===== src/rtl/dtq_pkg.sv =====
// Shared types, codes and constants of the deadline trigger queue.
package dtq_pkg;

	// Default queue depth and per-item fire limit
	localparam int QUEUE_DEPTH_DEF = 16;
	localparam int MAX_RESULTS     = 16;

	// Field widths
	localparam int ID_W    = 8;
	localparam int TIME_W  = 64;
	localparam int CMD_W   = 2;
	localparam int STAT_W  = 3;
	localparam int FCNT_W  = 5;
	localparam int S_DATA_W = 72;
	localparam int M_DATA_W = 80;

	// Input commands
	localparam logic [CMD_W-1:0] CMD_REGISTER = 2'd0;
	localparam logic [CMD_W-1:0] CMD_TICK     = 2'd1;
	localparam logic [CMD_W-1:0] CMD_FLUSH    = 2'd2;

	// Result status codes
	localparam logic [STAT_W-1:0] ST_FIRED_DUE    = 3'd0;
	localparam logic [STAT_W-1:0] ST_FIRED_INSERT = 3'd1;
	localparam logic [STAT_W-1:0] ST_QUEUED       = 3'd2;
	localparam logic [STAT_W-1:0] ST_REJECTED     = 3'd3;
	localparam logic [STAT_W-1:0] ST_NOTHING      = 3'd4;

	// Source of an emitted result
	localparam logic [1:0] EK_INPUT = 2'd0;
	localparam logic [1:0] EK_HELD  = 2'd1;
	localparam logic [1:0] EK_NONE  = 2'd2;

	// One queue entry
	typedef struct packed {
		logic [TIME_W-1:0] deadline;
		logic [ID_W-1:0]   id;
	} entry_t;

	// Commands from controller to datapath
	typedef struct packed {
		logic              load_item;
		logic              j_load;
		logic              j_dec;
		logic              rd_en;
		logic              rd_head;
		logic              wr_en;
		logic              wr_new;
		logic              push;
		logic              pop;
		logic              emit;
		logic [1:0]        emit_kind;
		logic [STAT_W-1:0] emit_status;
		logic              emit_last;
	} ctl_t;

	// Status from datapath to controller
	typedef struct packed {
		logic [CMD_W-1:0] cmd;
		logic             fire_now;
		logic             full;
		logic             count_zero;
		logic             j_zero;
		logic             rdata_gt;
		logic             due;
		logic             k_max;
		logic             out_free;
	} sts_t;

endpackage


===== src/rtl/deadline_trigger_queue.sv =====
// Result path: an immediate fire or a reject is emitted straight from the decide state; a queued
// insert walks from the tail toward the head, one RAM read and one compare per later-deadline
// entry shifted past, and writes the new entry where it stops; a tick or flush pops due entries
// from the head, emitting each, or emits a lone "nothing due". Backpressure stalls all of these.
// Items are taken one at a time: a new one is accepted only after the serial RAM walk of the last.
// Reset: arst_n clears state, counters, time and result valid at once; the store is not cleared.
module deadline_trigger_queue #(
	parameter int QUEUE_DEPTH = dtq_pkg::QUEUE_DEPTH_DEF
) (
	input  logic                            clk,
	input  logic                            arst_n,
	input  logic                            s_tvalid,
	output logic                            s_tready,
	input  logic [dtq_pkg::S_DATA_W-1:0]    s_tdata,  // trigger_id[7:0], time_value[71:8]
	input  logic [dtq_pkg::CMD_W-1:0]       s_tuser,  // command[1:0]
	output logic                            m_tvalid,
	input  logic                            m_tready,
	output logic [dtq_pkg::M_DATA_W-1:0]    m_tdata,  // fired_id[7:0], fired_deadline[71:8],
	                                                  // fire_count[76:72], zero[79:77]
	output logic [dtq_pkg::STAT_W-1:0]      m_tuser,  // status[2:0]
	output logic                            m_tlast
);

	dtq_pkg::ctl_t ctl;
	dtq_pkg::sts_t sts;

	logic [dtq_pkg::ID_W-1:0]   out_id;
	logic [dtq_pkg::TIME_W-1:0] out_deadline;
	logic [dtq_pkg::FCNT_W-1:0] out_count;

	dtq_ctrl u_ctrl (
		.clk     (clk),
		.arst_n  (arst_n),
		.in_valid(s_tvalid),
		.in_ready(s_tready),
		.sts     (sts),
		.ctl     (ctl)
	);

	dtq_dpath #(
		.QUEUE_DEPTH(QUEUE_DEPTH)
	) u_dpath (
		.clk         (clk),
		.arst_n      (arst_n),
		.in_cmd      (s_tuser),
		.in_id       (s_tdata[7:0]),
		.in_time     (s_tdata[71:8]),
		.ctl         (ctl),
		.sts         (sts),
		.out_valid   (m_tvalid),
		.out_ready   (m_tready),
		.out_id      (out_id),
		.out_deadline(out_deadline),
		.out_status  (m_tuser),
		.out_count   (out_count),
		.out_last    (m_tlast)
	);

	// Pack the result transaction
	assign m_tdata = {3'b000, out_count, out_deadline, out_id};

endmodule


===== src/rtl/dtq_ram.sv =====
// Generic single-write, single-read RAM with registered read data.
module dtq_ram #(
	parameter int WIDTH = 8,
	parameter int DEPTH = 16
) (
	input  logic                     clk,
	input  logic                     we,
	input  logic [$clog2(DEPTH)-1:0] waddr,
	input  logic [WIDTH-1:0]         wdata,
	input  logic                     re,
	input  logic [$clog2(DEPTH)-1:0] raddr,
	output logic [WIDTH-1:0]         rdata
);

	logic [WIDTH-1:0] mem [DEPTH];

	// Write port
	always_ff @(posedge clk) begin
		if (we) begin
			mem[waddr] <= wdata;
		end
	end

	// Registered read port, holds when not enabled
	always_ff @(posedge clk) begin
		if (re) begin
			rdata <= mem[raddr];
		end
	end

endmodule


===== src/rtl/dtq_ctrl.sv =====
// Controller state machine of the deadline trigger queue.
module dtq_ctrl (
	input  logic          clk,
	input  logic          arst_n,
	input  logic          in_valid,
	output logic          in_ready,
	input  dtq_pkg::sts_t sts,
	output dtq_pkg::ctl_t ctl
);

	localparam logic [3:0] S_IDLE     = 4'd0;
	localparam logic [3:0] S_DECIDE   = 4'd1;
	localparam logic [3:0] S_INS_RD   = 4'd2;
	localparam logic [3:0] S_INS_CMP  = 4'd3;
	localparam logic [3:0] S_INS_DONE = 4'd4;
	localparam logic [3:0] S_DR_RD0   = 4'd5;
	localparam logic [3:0] S_DR_CMP0  = 4'd6;
	localparam logic [3:0] S_DR_RD    = 4'd7;
	localparam logic [3:0] S_DR_CMP   = 4'd8;

	logic [3:0] state_q;
	logic [3:0] state_d;

	assign in_ready = (state_q == S_IDLE);

	// Next state and datapath commands
	always_comb begin
		state_d         = state_q;
		ctl             = '0;
		ctl.emit_kind   = dtq_pkg::EK_NONE;
		ctl.emit_status = dtq_pkg::ST_NOTHING;
		ctl.emit_last   = 1'b1;
		case (state_q)
			S_IDLE: begin
				if (in_valid) begin
					ctl.load_item = 1'b1;
					state_d       = S_DECIDE;
				end
			end
			S_DECIDE: begin
				case (sts.cmd)
					dtq_pkg::CMD_REGISTER: begin
						if (sts.fire_now || sts.full) begin
							ctl.emit_kind   = dtq_pkg::EK_INPUT;
							ctl.emit_status = sts.fire_now ? dtq_pkg::ST_FIRED_INSERT
							                               : dtq_pkg::ST_REJECTED;
							if (sts.out_free) begin
								ctl.emit = 1'b1;
								state_d  = S_IDLE;
							end
						end else begin
							ctl.j_load = 1'b1;
							state_d    = S_INS_RD;
						end
					end
					dtq_pkg::CMD_TICK, dtq_pkg::CMD_FLUSH: begin
						state_d = S_DR_RD0;
					end
					default: begin
						state_d = S_IDLE;
					end
				endcase
			end
			S_INS_RD: begin
				if (sts.j_zero) begin
					ctl.wr_en  = 1'b1;
					ctl.wr_new = 1'b1;
					ctl.push   = 1'b1;
					state_d    = S_INS_DONE;
				end else begin
					ctl.rd_en = 1'b1;
					state_d   = S_INS_CMP;
				end
			end
			S_INS_CMP: begin
				ctl.wr_en = 1'b1;
				if (sts.rdata_gt) begin
					ctl.j_dec = 1'b1;
					state_d   = S_INS_RD;
				end else begin
					ctl.wr_new = 1'b1;
					ctl.push   = 1'b1;
					state_d    = S_INS_DONE;
				end
			end
			S_INS_DONE: begin
				ctl.emit_kind   = dtq_pkg::EK_INPUT;
				ctl.emit_status = dtq_pkg::ST_QUEUED;
				if (sts.out_free) begin
					ctl.emit = 1'b1;
					state_d  = S_IDLE;
				end
			end
			S_DR_RD0: begin
				if (sts.count_zero) begin
					if (sts.out_free) begin
						ctl.emit = 1'b1;
						state_d  = S_IDLE;
					end
				end else begin
					ctl.rd_en   = 1'b1;
					ctl.rd_head = 1'b1;
					state_d     = S_DR_CMP0;
				end
			end
			S_DR_CMP0: begin
				if (sts.due) begin
					ctl.pop = 1'b1;
					state_d = S_DR_RD;
				end else if (sts.out_free) begin
					ctl.emit = 1'b1;
					state_d  = S_IDLE;
				end
			end
			S_DR_RD: begin
				ctl.emit_kind   = dtq_pkg::EK_HELD;
				ctl.emit_status = dtq_pkg::ST_FIRED_DUE;
				if (sts.count_zero || sts.k_max) begin
					if (sts.out_free) begin
						ctl.emit = 1'b1;
						state_d  = S_IDLE;
					end
				end else begin
					ctl.rd_en   = 1'b1;
					ctl.rd_head = 1'b1;
					state_d     = S_DR_CMP;
				end
			end
			S_DR_CMP: begin
				ctl.emit_kind   = dtq_pkg::EK_HELD;
				ctl.emit_status = dtq_pkg::ST_FIRED_DUE;
				ctl.emit_last   = !sts.due;
				if (sts.out_free) begin
					ctl.emit = 1'b1;
					if (sts.due) begin
						ctl.pop = 1'b1;
						state_d = S_DR_RD;
					end else begin
						state_d = S_IDLE;
					end
				end
			end
			default: begin
				state_d = S_IDLE;
			end
		endcase
	end

	// State register
	always_ff @(posedge clk or negedge arst_n) begin
		if (!arst_n) begin
			state_q <= S_IDLE;
		end else begin
			state_q <= state_d;
		end
	end

endmodule


===== src/rtl/dtq_dpath.sv =====
// Datapath of the deadline trigger queue: circular sorted store, counters, result register.
module dtq_dpath #(
	parameter int QUEUE_DEPTH = dtq_pkg::QUEUE_DEPTH_DEF
) (
	input  logic                            clk,
	input  logic                            arst_n,
	input  logic [dtq_pkg::CMD_W-1:0]       in_cmd,
	input  logic [dtq_pkg::ID_W-1:0]        in_id,
	input  logic [dtq_pkg::TIME_W-1:0]      in_time,
	input  dtq_pkg::ctl_t                   ctl,
	output dtq_pkg::sts_t                   sts,
	output logic                            out_valid,
	input  logic                            out_ready,
	output logic [dtq_pkg::ID_W-1:0]        out_id,
	output logic [dtq_pkg::TIME_W-1:0]      out_deadline,
	output logic [dtq_pkg::STAT_W-1:0]      out_status,
	output logic [dtq_pkg::FCNT_W-1:0]      out_count,
	output logic                            out_last
);

	localparam int AW = $clog2(QUEUE_DEPTH);
	localparam int CW = $clog2(QUEUE_DEPTH + 1);
	localparam int SW = AW + 1;
	localparam int EW = $bits(dtq_pkg::entry_t);

	logic [dtq_pkg::CMD_W-1:0]  cmd_q;
	logic [dtq_pkg::ID_W-1:0]   id_q;
	logic [dtq_pkg::TIME_W-1:0] tv_q;
	logic [dtq_pkg::TIME_W-1:0] cur_time_q;
	logic [AW-1:0]              head_q;
	logic [CW-1:0]              count_q;
	logic [CW-1:0]              j_q;
	logic [dtq_pkg::FCNT_W-1:0] k_q;
	dtq_pkg::entry_t            held_q;
	logic                       out_valid_q;

	dtq_pkg::entry_t rdata;
	dtq_pkg::entry_t new_entry;
	dtq_pkg::entry_t wdata;
	logic [AW-1:0]   waddr;
	logic [AW-1:0]   raddr;
	logic [AW-1:0]   ins_raddr;
	logic [EW-1:0]   rdata_raw;
	logic            out_free;

	// Offset from head, wrapped into the store
	function automatic logic [AW-1:0] wrap_add(input logic [AW-1:0] base,
	                                           input logic [CW-1:0] offs);
		logic [SW-1:0] sum;
		sum = {1'b0, base} + SW'(offs);
		if (sum >= SW'(QUEUE_DEPTH)) begin
			sum = sum - SW'(QUEUE_DEPTH);
		end
		return sum[AW-1:0];
	endfunction

	assign new_entry.deadline = tv_q;
	assign new_entry.id       = id_q;
	assign rdata              = dtq_pkg::entry_t'(rdata_raw);
	assign wdata              = ctl.wr_new ? new_entry : rdata;
	assign waddr              = wrap_add(head_q, j_q);
	assign ins_raddr          = wrap_add(head_q, j_q - CW'(1));
	assign raddr              = ctl.rd_head ? head_q : ins_raddr;
	assign out_free           = !out_valid_q || out_ready;

	dtq_ram #(
		.WIDTH(EW),
		.DEPTH(QUEUE_DEPTH)
	) u_store (
		.clk  (clk),
		.we   (ctl.wr_en),
		.waddr(waddr),
		.wdata(wdata),
		.re   (ctl.rd_en),
		.raddr(raddr),
		.rdata(rdata_raw)
	);

	// Status toward the controller
	assign sts.cmd        = cmd_q;
	assign sts.fire_now   = (cur_time_q >= tv_q);
	assign sts.full       = (count_q >= CW'(QUEUE_DEPTH));
	assign sts.count_zero = (count_q == '0);
	assign sts.j_zero     = (j_q == '0);
	assign sts.rdata_gt   = (rdata.deadline > tv_q);
	assign sts.due        = (cmd_q == dtq_pkg::CMD_FLUSH) || (rdata.deadline <= tv_q);
	assign sts.k_max      = (k_q == dtq_pkg::FCNT_W'(dtq_pkg::MAX_RESULTS));
	assign sts.out_free   = out_free;

	// Latch the accepted transaction
	always_ff @(posedge clk) begin
		if (ctl.load_item) begin
			cmd_q <= in_cmd;
			id_q  <= in_id;
			tv_q  <= in_time;
		end
	end

	// Hold the entry waiting for its last flag
	always_ff @(posedge clk) begin
		if (ctl.pop) begin
			held_q <= rdata;
		end
	end

	// Time, queue pointers and counters
	always_ff @(posedge clk or negedge arst_n) begin
		if (!arst_n) begin
			cur_time_q <= '0;
			head_q     <= '0;
			count_q    <= '0;
			j_q        <= '0;
			k_q        <= '0;
		end else begin
			if (ctl.load_item) begin
				k_q <= '0;
				if (in_cmd == dtq_pkg::CMD_TICK) begin
					cur_time_q <= in_time;
				end
			end
			if (ctl.j_load) begin
				j_q <= count_q;
			end else if (ctl.j_dec) begin
				j_q <= j_q - CW'(1);
			end
			if (ctl.push) begin
				count_q <= count_q + CW'(1);
			end else if (ctl.pop) begin
				count_q <= count_q - CW'(1);
				head_q  <= (head_q == AW'(QUEUE_DEPTH - 1)) ? '0 : head_q + AW'(1);
				k_q     <= k_q + dtq_pkg::FCNT_W'(1);
			end
		end
	end

	// Result register: valid
	always_ff @(posedge clk or negedge arst_n) begin
		if (!arst_n) begin
			out_valid_q <= 1'b0;
		end else if (ctl.emit) begin
			out_valid_q <= 1'b1;
		end else if (out_ready) begin
			out_valid_q <= 1'b0;
		end
	end

	// Result register: payload
	always_ff @(posedge clk) begin
		if (ctl.emit) begin
			out_status <= ctl.emit_status;
			out_last   <= ctl.emit_last;
			case (ctl.emit_kind)
				dtq_pkg::EK_INPUT: begin
					out_id       <= id_q;
					out_deadline <= tv_q;
					out_count    <= (ctl.emit_status == dtq_pkg::ST_FIRED_INSERT)
					                ? dtq_pkg::FCNT_W'(1) : '0;
				end
				dtq_pkg::EK_HELD: begin
					out_id       <= held_q.id;
					out_deadline <= held_q.deadline;
					out_count    <= k_q;
				end
				default: begin
					out_id       <= '0;
					out_deadline <= '0;
					out_count    <= '0;
				end
			endcase
		end
	end

	assign out_valid = out_valid_q;

	// Queue never holds more than its depth
	a_count_bound: assert property (@(posedge clk) disable iff (!arst_n)
		count_q <= CW'(QUEUE_DEPTH))
		else $error("pending count above queue depth");

	// An item fires no more than the result limit
	a_fire_bound: assert property (@(posedge clk) disable iff (!arst_n)
		k_q <= dtq_pkg::FCNT_W'(dtq_pkg::MAX_RESULTS))
		else $error("fire count above limit");

	// Pop only from a non-empty queue, push only into a non-full one
	a_pop_nonempty: assert property (@(posedge clk) disable iff (!arst_n)
		ctl.pop |-> count_q != '0)
		else $error("pop from empty queue");

	a_push_room: assert property (@(posedge clk) disable iff (!arst_n)
		ctl.push |-> count_q < CW'(QUEUE_DEPTH))
		else $error("push into full queue");

	// A result is loaded only when the register is free
	a_emit_free: assert property (@(posedge clk) disable iff (!arst_n)
		ctl.emit |-> out_free)
		else $error("result register overwritten");

endmodule

===== config.mk =====
export PLATFORM = sky130hd
export DESIGN_NAME = deadline_trigger_queue
export DESIGN_NICKNAME = d
export VERILOG_FILES = /design/src/rtl/dtq_pkg.sv /design/src/rtl/deadline_trigger_queue.sv /design/src/rtl/dtq_ram.sv /design/src/rtl/dtq_ctrl.sv /design/src/rtl/dtq_dpath.sv
export SDC_FILE = /design/constraint.sdc
export NUM_CORES = 2
export LEC_CHECK = 0
export ABC_AREA = 0
export BUFFER_PORTS_ARGS = -buffer_cell sky130_fd_sc_hd__buf_4
export CAP_MARGIN = 10
export CELL_PAD_IN_SITES_DETAIL_PLACEMENT = 1
export CELL_PAD_IN_SITES_GLOBAL_PLACEMENT = 1
export CORE_UTILIZATION = 30
export CTS_CLUSTER_SIZE = 30
export DETAILED_ROUTE_END_ITERATION = 10
export GPL_TIMING_DRIVEN = 0
export PLACE_DENSITY_LB_ADDON = 0.08
export SLEW_MARGIN = 30
export SYNTH_ARGS = -nofsm -noshare
export SYNTH_HDL_FRONTEND = slang
export SYNTH_SLANG_ARGS = --single-unit

===== constraint.sdc =====
create_clock -name clk -period 18 [get_ports clk]
set_input_delay 0 -clock clk [delete_from_list [all_inputs] [get_ports clk]]
set_output_delay 0 -clock clk [all_outputs]
set_load 0.02 [all_outputs]

Word level (Yosys, flattened, before mapping). Memory sizes are Yosys's and may differ from the RTL's. A register that Yosys moved wholly into a read port is not among the register bits. Cells that the tools add are included.

Register bits after elaboration: 315. Bits in writable memories: 1152. Input bits: 78. Word-level logic and storage cells: 129. Memories: 1. Output and inout bits: 86.

Memory list: u_dpath.u_store.mem (words 16, width 72, rd ports 1, clocked after memory_dff 1, wr ports 1, line dtq_ram.sv:15) `logic [WIDTH-1:0] mem [DEPTH];`.

Muxes and demuxes: 59. Bitwise operators: 1. Magnitude comparators: 6. Reductions and logical operators: 19. Add/sub/neg operators: 9. Eq/ne operators: 17.

Operators with widths (count): $pmux W64 S2 (1); $mux W72 (1); $ge A64 B64 Y1 (1); $gt A64 B64 Y1 (1); $le A64 B64 Y1 (1); $mux W4 (11); $pmux W4 S9 (1); $mux W5 (7); $mux W1 (18); $eq A4 B3 Y1 const B (4); $pmux W8 S2 (1); $ge A5 B5 Y1 const B (3); $pmux W5 S3 (1); $mux W3 (4); $mux W6 (2); $add A4 B5 Y5 (2); $add A5 B1 Y5 const B (2); $logic_not A5 Y1 (2); $mux W2 (5); $pmux W5 S2 (1); $sub A5 B1 Y5 const B (2); $eq A4 B2 Y1 const B (2); $eq A4 B4 Y1 const B (2); $pmux W4 S2 (1); other kinds (21) (35).

Depth between registers and ports, before layout.
Depth after elaboration: 9. Gate-level depth with buffers: 17. Depth with buffers taken out: 15.

Cells and area by module. From an unflattened synthesis, not the netlist that was laid out.

Cell total of the unflattened synthesis: 3102. Area total of the unflattened synthesis: 61515.2 sq um.

Modules (own cells, without submodules): dtq_ram (seq. area each 36755.3 sq um, area an instance 45273.4 sq um, cells an instance 1850, instances 1); dtq_dpath (seq. area each 8918.6 sq um, area an instance 15499.9 sq um, cells an instance 1157, instances 1); dtq_ctrl (seq. area each 100.1 sq um, area an instance 715.7 sq um, cells an instance 91, instances 1); deadline_trigger_queue (seq. area each 0.0 sq um, area an instance 26.3 sq um, cells an instance 4, instances 1).

Worst setup path after synthesis. Ideal clock, no wire load.

Kind: reg2reg. Start point: register u_dpath.cur_time_q[15] (netlist name). End point: register u_dpath.out_count[0] (netlist name) (enable). Setup slack: 11141 ps. Cell stages (with the launch flop): 11. Setup time: 569 ps. Path buffers: 1. Data required time: 17431 ps. Period minus slack after synthesis: 6859 ps. Data arrival time: 6290 ps. Path through: dfrtp_1 ha_1 nand4_1 nor3_1 or4b_1 nand3_1 a2111oi_1 o31ai_4 o21ai_1 clkbuf_1 a31oi_1.

RTL lines: start, declared (line dtq_dpath.sv:29) `logic [dtq_pkg::TIME_W-1:0] cur_time_q;`; start signal, assigned (line dtq_dpath.sv:118) `cur_time_q <= in_time;`; end signal, assigned (line dtq_dpath.sv:156) `out_count <= (ctl.emit_status == dtq_pkg::ST_FIRED_INSERT)`; end signal, assigned (line dtq_dpath.sv:162) `out_count <= k_q;`; end, declared (line dtq_dpath.sv:17) `output logic [dtq_pkg::FCNT_W-1:0] out_count,`.

Worst setup path after layout.
Start point: register u_dpath.u_store.rdata[19] (read register of u_dpath.u_store.mem). End point: register u_dpath.count_q[4].

Cells in the longest elaborated chain, start to end: 6. Elaborated cells between the ends (all ways): 10. Classes of those cells: order compare (2); mux (6); reduce/logical (2).

RTL lines: start, declared (line dtq_ram.sv:12) `output logic [WIDTH-1:0] rdata`; $le A64 B64 Y1 (line dtq_dpath.sv:86) `assign sts.due = (cmd_q == dtq_pkg::CMD_FLUSH) || (rdata.deadline <= tv_q);`; $logic_or A1 B1 Y1 (line dtq_dpath.sv:86); $mux W1 (line dtq_ctrl.sv:107, dtq_ctrl.sv:135); $mux W2 (line dtq_ctrl.sv:133) `if (sts.out_free) begin`; $pmux W1 S2 (line dtq_ctrl.sv:33) `case (state_q)`; $reduce_bool A2 Y1 (no line); end signal, assigned (line dtq_dpath.sv:127) `count_q <= count_q + CW'(1);`; end signal, assigned (line dtq_dpath.sv:129) `count_q <= count_q - CW'(1);`; end, declared (line dtq_dpath.sv:31) `logic [CW-1:0] count_q;`.

Parallel ways exist; a longest one is shown, timed or not. A chain may end at the register's enable or synchronous reset.

==> summary.txt <==
Worst setup path
  – Largest delay contributor family on the critical path: compound AO/OA/AOI/OAI gates
  – Crit-path cells: ha_1 > nand2_1 > o21ai_0 > a221o_1 > a211o_1 > a41oi_1 > a21oi_2 > clkbuf_2 > buf_2 > inv_1 > fa_1 > inv_1 > a21o_1 > a21oi_1 > mux2i_1 > xor2_1
  – CP required: 18.68 ns
  – Crit path top cell by count: inv_1
  – Slowest stage delay, CP: 0.77 ns
  – Setup CP Type: flip-flop to flip-flop
  – Slowest-stage cell, CP: a21oi_2
  – CP Max Fanout: 12
  – Reg2Reg Launch Point: u_dpath.u_store.rdata[19]
  – Worst setup path start: u_dpath.u_store.rdata[19]
  – CP Launch Type: flip-flop
  – Worst R2R Setup Slack: 12.20 ns
  – Setup crit end kind: flip-flop
  – Worst EP arrival: 6.48 ns
  – WP buf/inv: 4

Timing
  – Max Clk Rate: 172 MHz
  – Fin. Hold Viols: 0
  – Slew @ Worst Pin: 1.02 ns
  – Max-slew violation count: 0
  – Setup TNS: 0 ns
  – Min cycle time layout: 5.80 ns
  – Setup violators final: 0
  – Period utilization: 32.2%
  – Final worst setup slack: 12.20 ns
  – Rel. slew slack: 32.3%
  – Hold WS: 0.0790 ns
  – Clk_skew: 0.0385 ns
  – RSZ-0062 raised after global routing: false

Placed design
  – Buffers on Ports: 160
  – DP HPWL: 141,000 um
  – DP Area: 69,400 sq um
  – Pre-CTS setup slack: 11.84 ns
  – Routability cong.: 0.754
  – Post-placement cell count: 6,128

Layout
  – Total Nets Final: 4,012
  – Synth-to-layout area growth: 25.4%
  – Filler cells: 19,641
  – Non-Filler Instances: 6,604
  – Fraction of layout cells with a size suffix above 1: 28.1%
  – Fin util: 37.9%
  – Most frequent cells in the layout: 1,451 x edfxtp_1, 280 x mux4_2, 254 x nand2_1
  – Post-Layout Inst Area: 76,600 sq um
  – Commonest non-fill, non-tap cell in the layout: edfxtp_1

GRT
  – Largest net degree at the start of global routing: 51
  – GRT Util Overall: 19.8%
  – Initial antenna violation count: 9
  – GR Overflow Total: 0
  – Vias in the first global route: 36,068
  – First-pass GRT wire length: 282,000 um

Synthesis
  – Syn Inst Count: 3,144
  – Synthesized flop and latch total: 1,539
  – Syn_area_per_cell: 19.4 sq um
  – Seq/Total Area, Yosys: 74.9%
  – EDFF count, synth: 1,451
  – Post-synth ARST share: 5.72%
  – Top cells by area, synth: edfxtp_1 71%, mux4_2 10%, dfrtp_1 3.6%
  – Cell taking the most area after synthesis: edfxtp_1
  – Yosys warns: 0
  – Mapped Area: 61,100 sq um
  – Main synth FF type: edfxtp_1
  – Synth cell types: 72
  – Top-area cell type share of the netlist area: 71.3%

Worst hold path
  – Hold Crit Start: s_tdata[47]
  – Worst min path class: input pin to flip-flop

Die
  – Initial core utilization: 30.2%
  – Core ar.: 202,000 sq um
  – Die ar.: 205,000 sq um
  – Die width: 453 um
  – Die Y: 453 um
  – Top Ports: 164
  – Rows: 165

Routing
  – Total iterations of the first detailed-routing run: 5
  – Routed vias: 33,056
  – DRT Wirelength: 203,000 um
  – ANT nets after route: 0
  – # DRC: 0
  – Drt wl/cell: 30.7 um
  – DRT iter0 DRCs: 2,468
  – Mean number of vias per cell: 5.01

Clock tree
  – CTS root buffer: clkbuf_16
  – Clock Pin Slew Worst Setup and Hold Paths: 0.06 ns
  – Sink Count: 1,539
  – Later-pin clock latency in the skew report: 0.83 ns
  – Cts bufs inserted: 175
  – CTS Buffer Depth: 3
  – CTS tree: yes
  – H-tree depth: 4
  – Post-cts sizing count: 0

Pwr
  – Maximum VDD drop: 0.167 mV
  – PD cells: 210 nW/um^2
  – P_leak: 26.2 nW
  – Power, Total: 16.1 mW

Job
  – Max cap viols: 0

Outcome
  – Status: finished clean
-- per-layer routing --
layer / global-route usage (%) / vias to the layer above / wire length (um)
li1: - / 14133 / -
met3: 2.41 / 239 / 6900
met1: 26.0 / 17960 / 88100
met5: 0 / - / 0
met2: 34.2 / 724 / 102000
met4: 6.08 / 0 / 5680
-- registers in the layout (all words and copies together) (netlist names), 4 cells and up --
name                   flops
u_dpath.j_q                5
u_dpath.out_id             8
u_dpath.count_q            5
u_dpath.cur_time_q        64
u_dpath.out_deadline      64
u_dpath.head_q             4
u_dpath.held_q            72
u_dpath.k_q                5
u_dpath.out_count          5
u_dpath.u_store.mem     1152
u_dpath.tv_q              64
u_dpath.id_q               8
u_ctrl.state_q             4
u_dpath.u_store.rdata     72
-- synthesized netlist by cell type, types with 9 or more instances --
master    instances
a21o_1           10
clkbuf_1         58
nand4_1          28
buf_6             9
inv_1            86
nand2_1         254
a21oi_1          61
nor2_1           54
buf_12           13
a22oi_1         147
nor3_1           13
mux4_2          280
o21ai_0         143
nand3_1          17
buf_2            43
edfxtp_1       1451
mux2_2           77
dfrtp_1          88
a22o_1            9
ha_1            144
-- cell families (layout without fill, tap and decap cells) --
logic type      after synthesis  in the layout  share of synthesized area [%]
compound gates              426            426                           4.49
xor+xnor                     15             15                          0.215
fa+ha+maj                   147            147                           3.05
buf+inv                     228           1013                           2.10
flops                      1539           1539                           74.9
mux                         373            373                           12.2
other cells                   1              4                        0.00614
simple gates                415            415                           3.00
-- power breakdown --
group	leakage, nW	switching (mW)	internal, mW
Clock	2.69	1.47	1.99
Sequential	14.2	0.224	5.09
Combinational	9.25	4.57	2.74
Total	26.2	6.27	9.82
-- timing repair --
item | in CTS | in global routing
setup buffers | 0 | 0
hold buffers | 154 | 0
hold endpoints to repair | 270 | 0
-- worst paths after layout --
kind / depth (start not counted) / endpoint
max: 16 / u_dpath.count_q[4]
min: 3 / u_dpath.cur_time_q[39]
max reg2reg: 16 / u_dpath.count_q[4]
min reg2reg: 0 / u_dpath.held_q[3]
max in group asynchronous: 4 / u_dpath.cur_time_q[0]
min in group asynchronous: 4 / u_dpath.out_valid
-- worst min-delay path, cell delays in order --
cell and delay [ns]:
dlygate4sd3_1 0.57, buf_4 0.13, mux2_2 0.14
-- layout make-up --
type / instances / area, sq um / area share, %
flip-flops and latches: 1539 / 45800 / 59.7
clock inverters: 103 / 886 / 1.16
well taps: 2672 / 3340 / 4.36
clock buffers: 218 / 4610 / 6.02
plain buffers: 142 / 992 / 1.30
inverters: 86 / 338 / 0.441
repair buffers: 464 / 6240 / 8.15
multi-input cells: 1379 / 14400 / 18.8
diodes: 1 / 2.50 / 0.00327
Note: power is estimated with default switching activity, not from simulation.
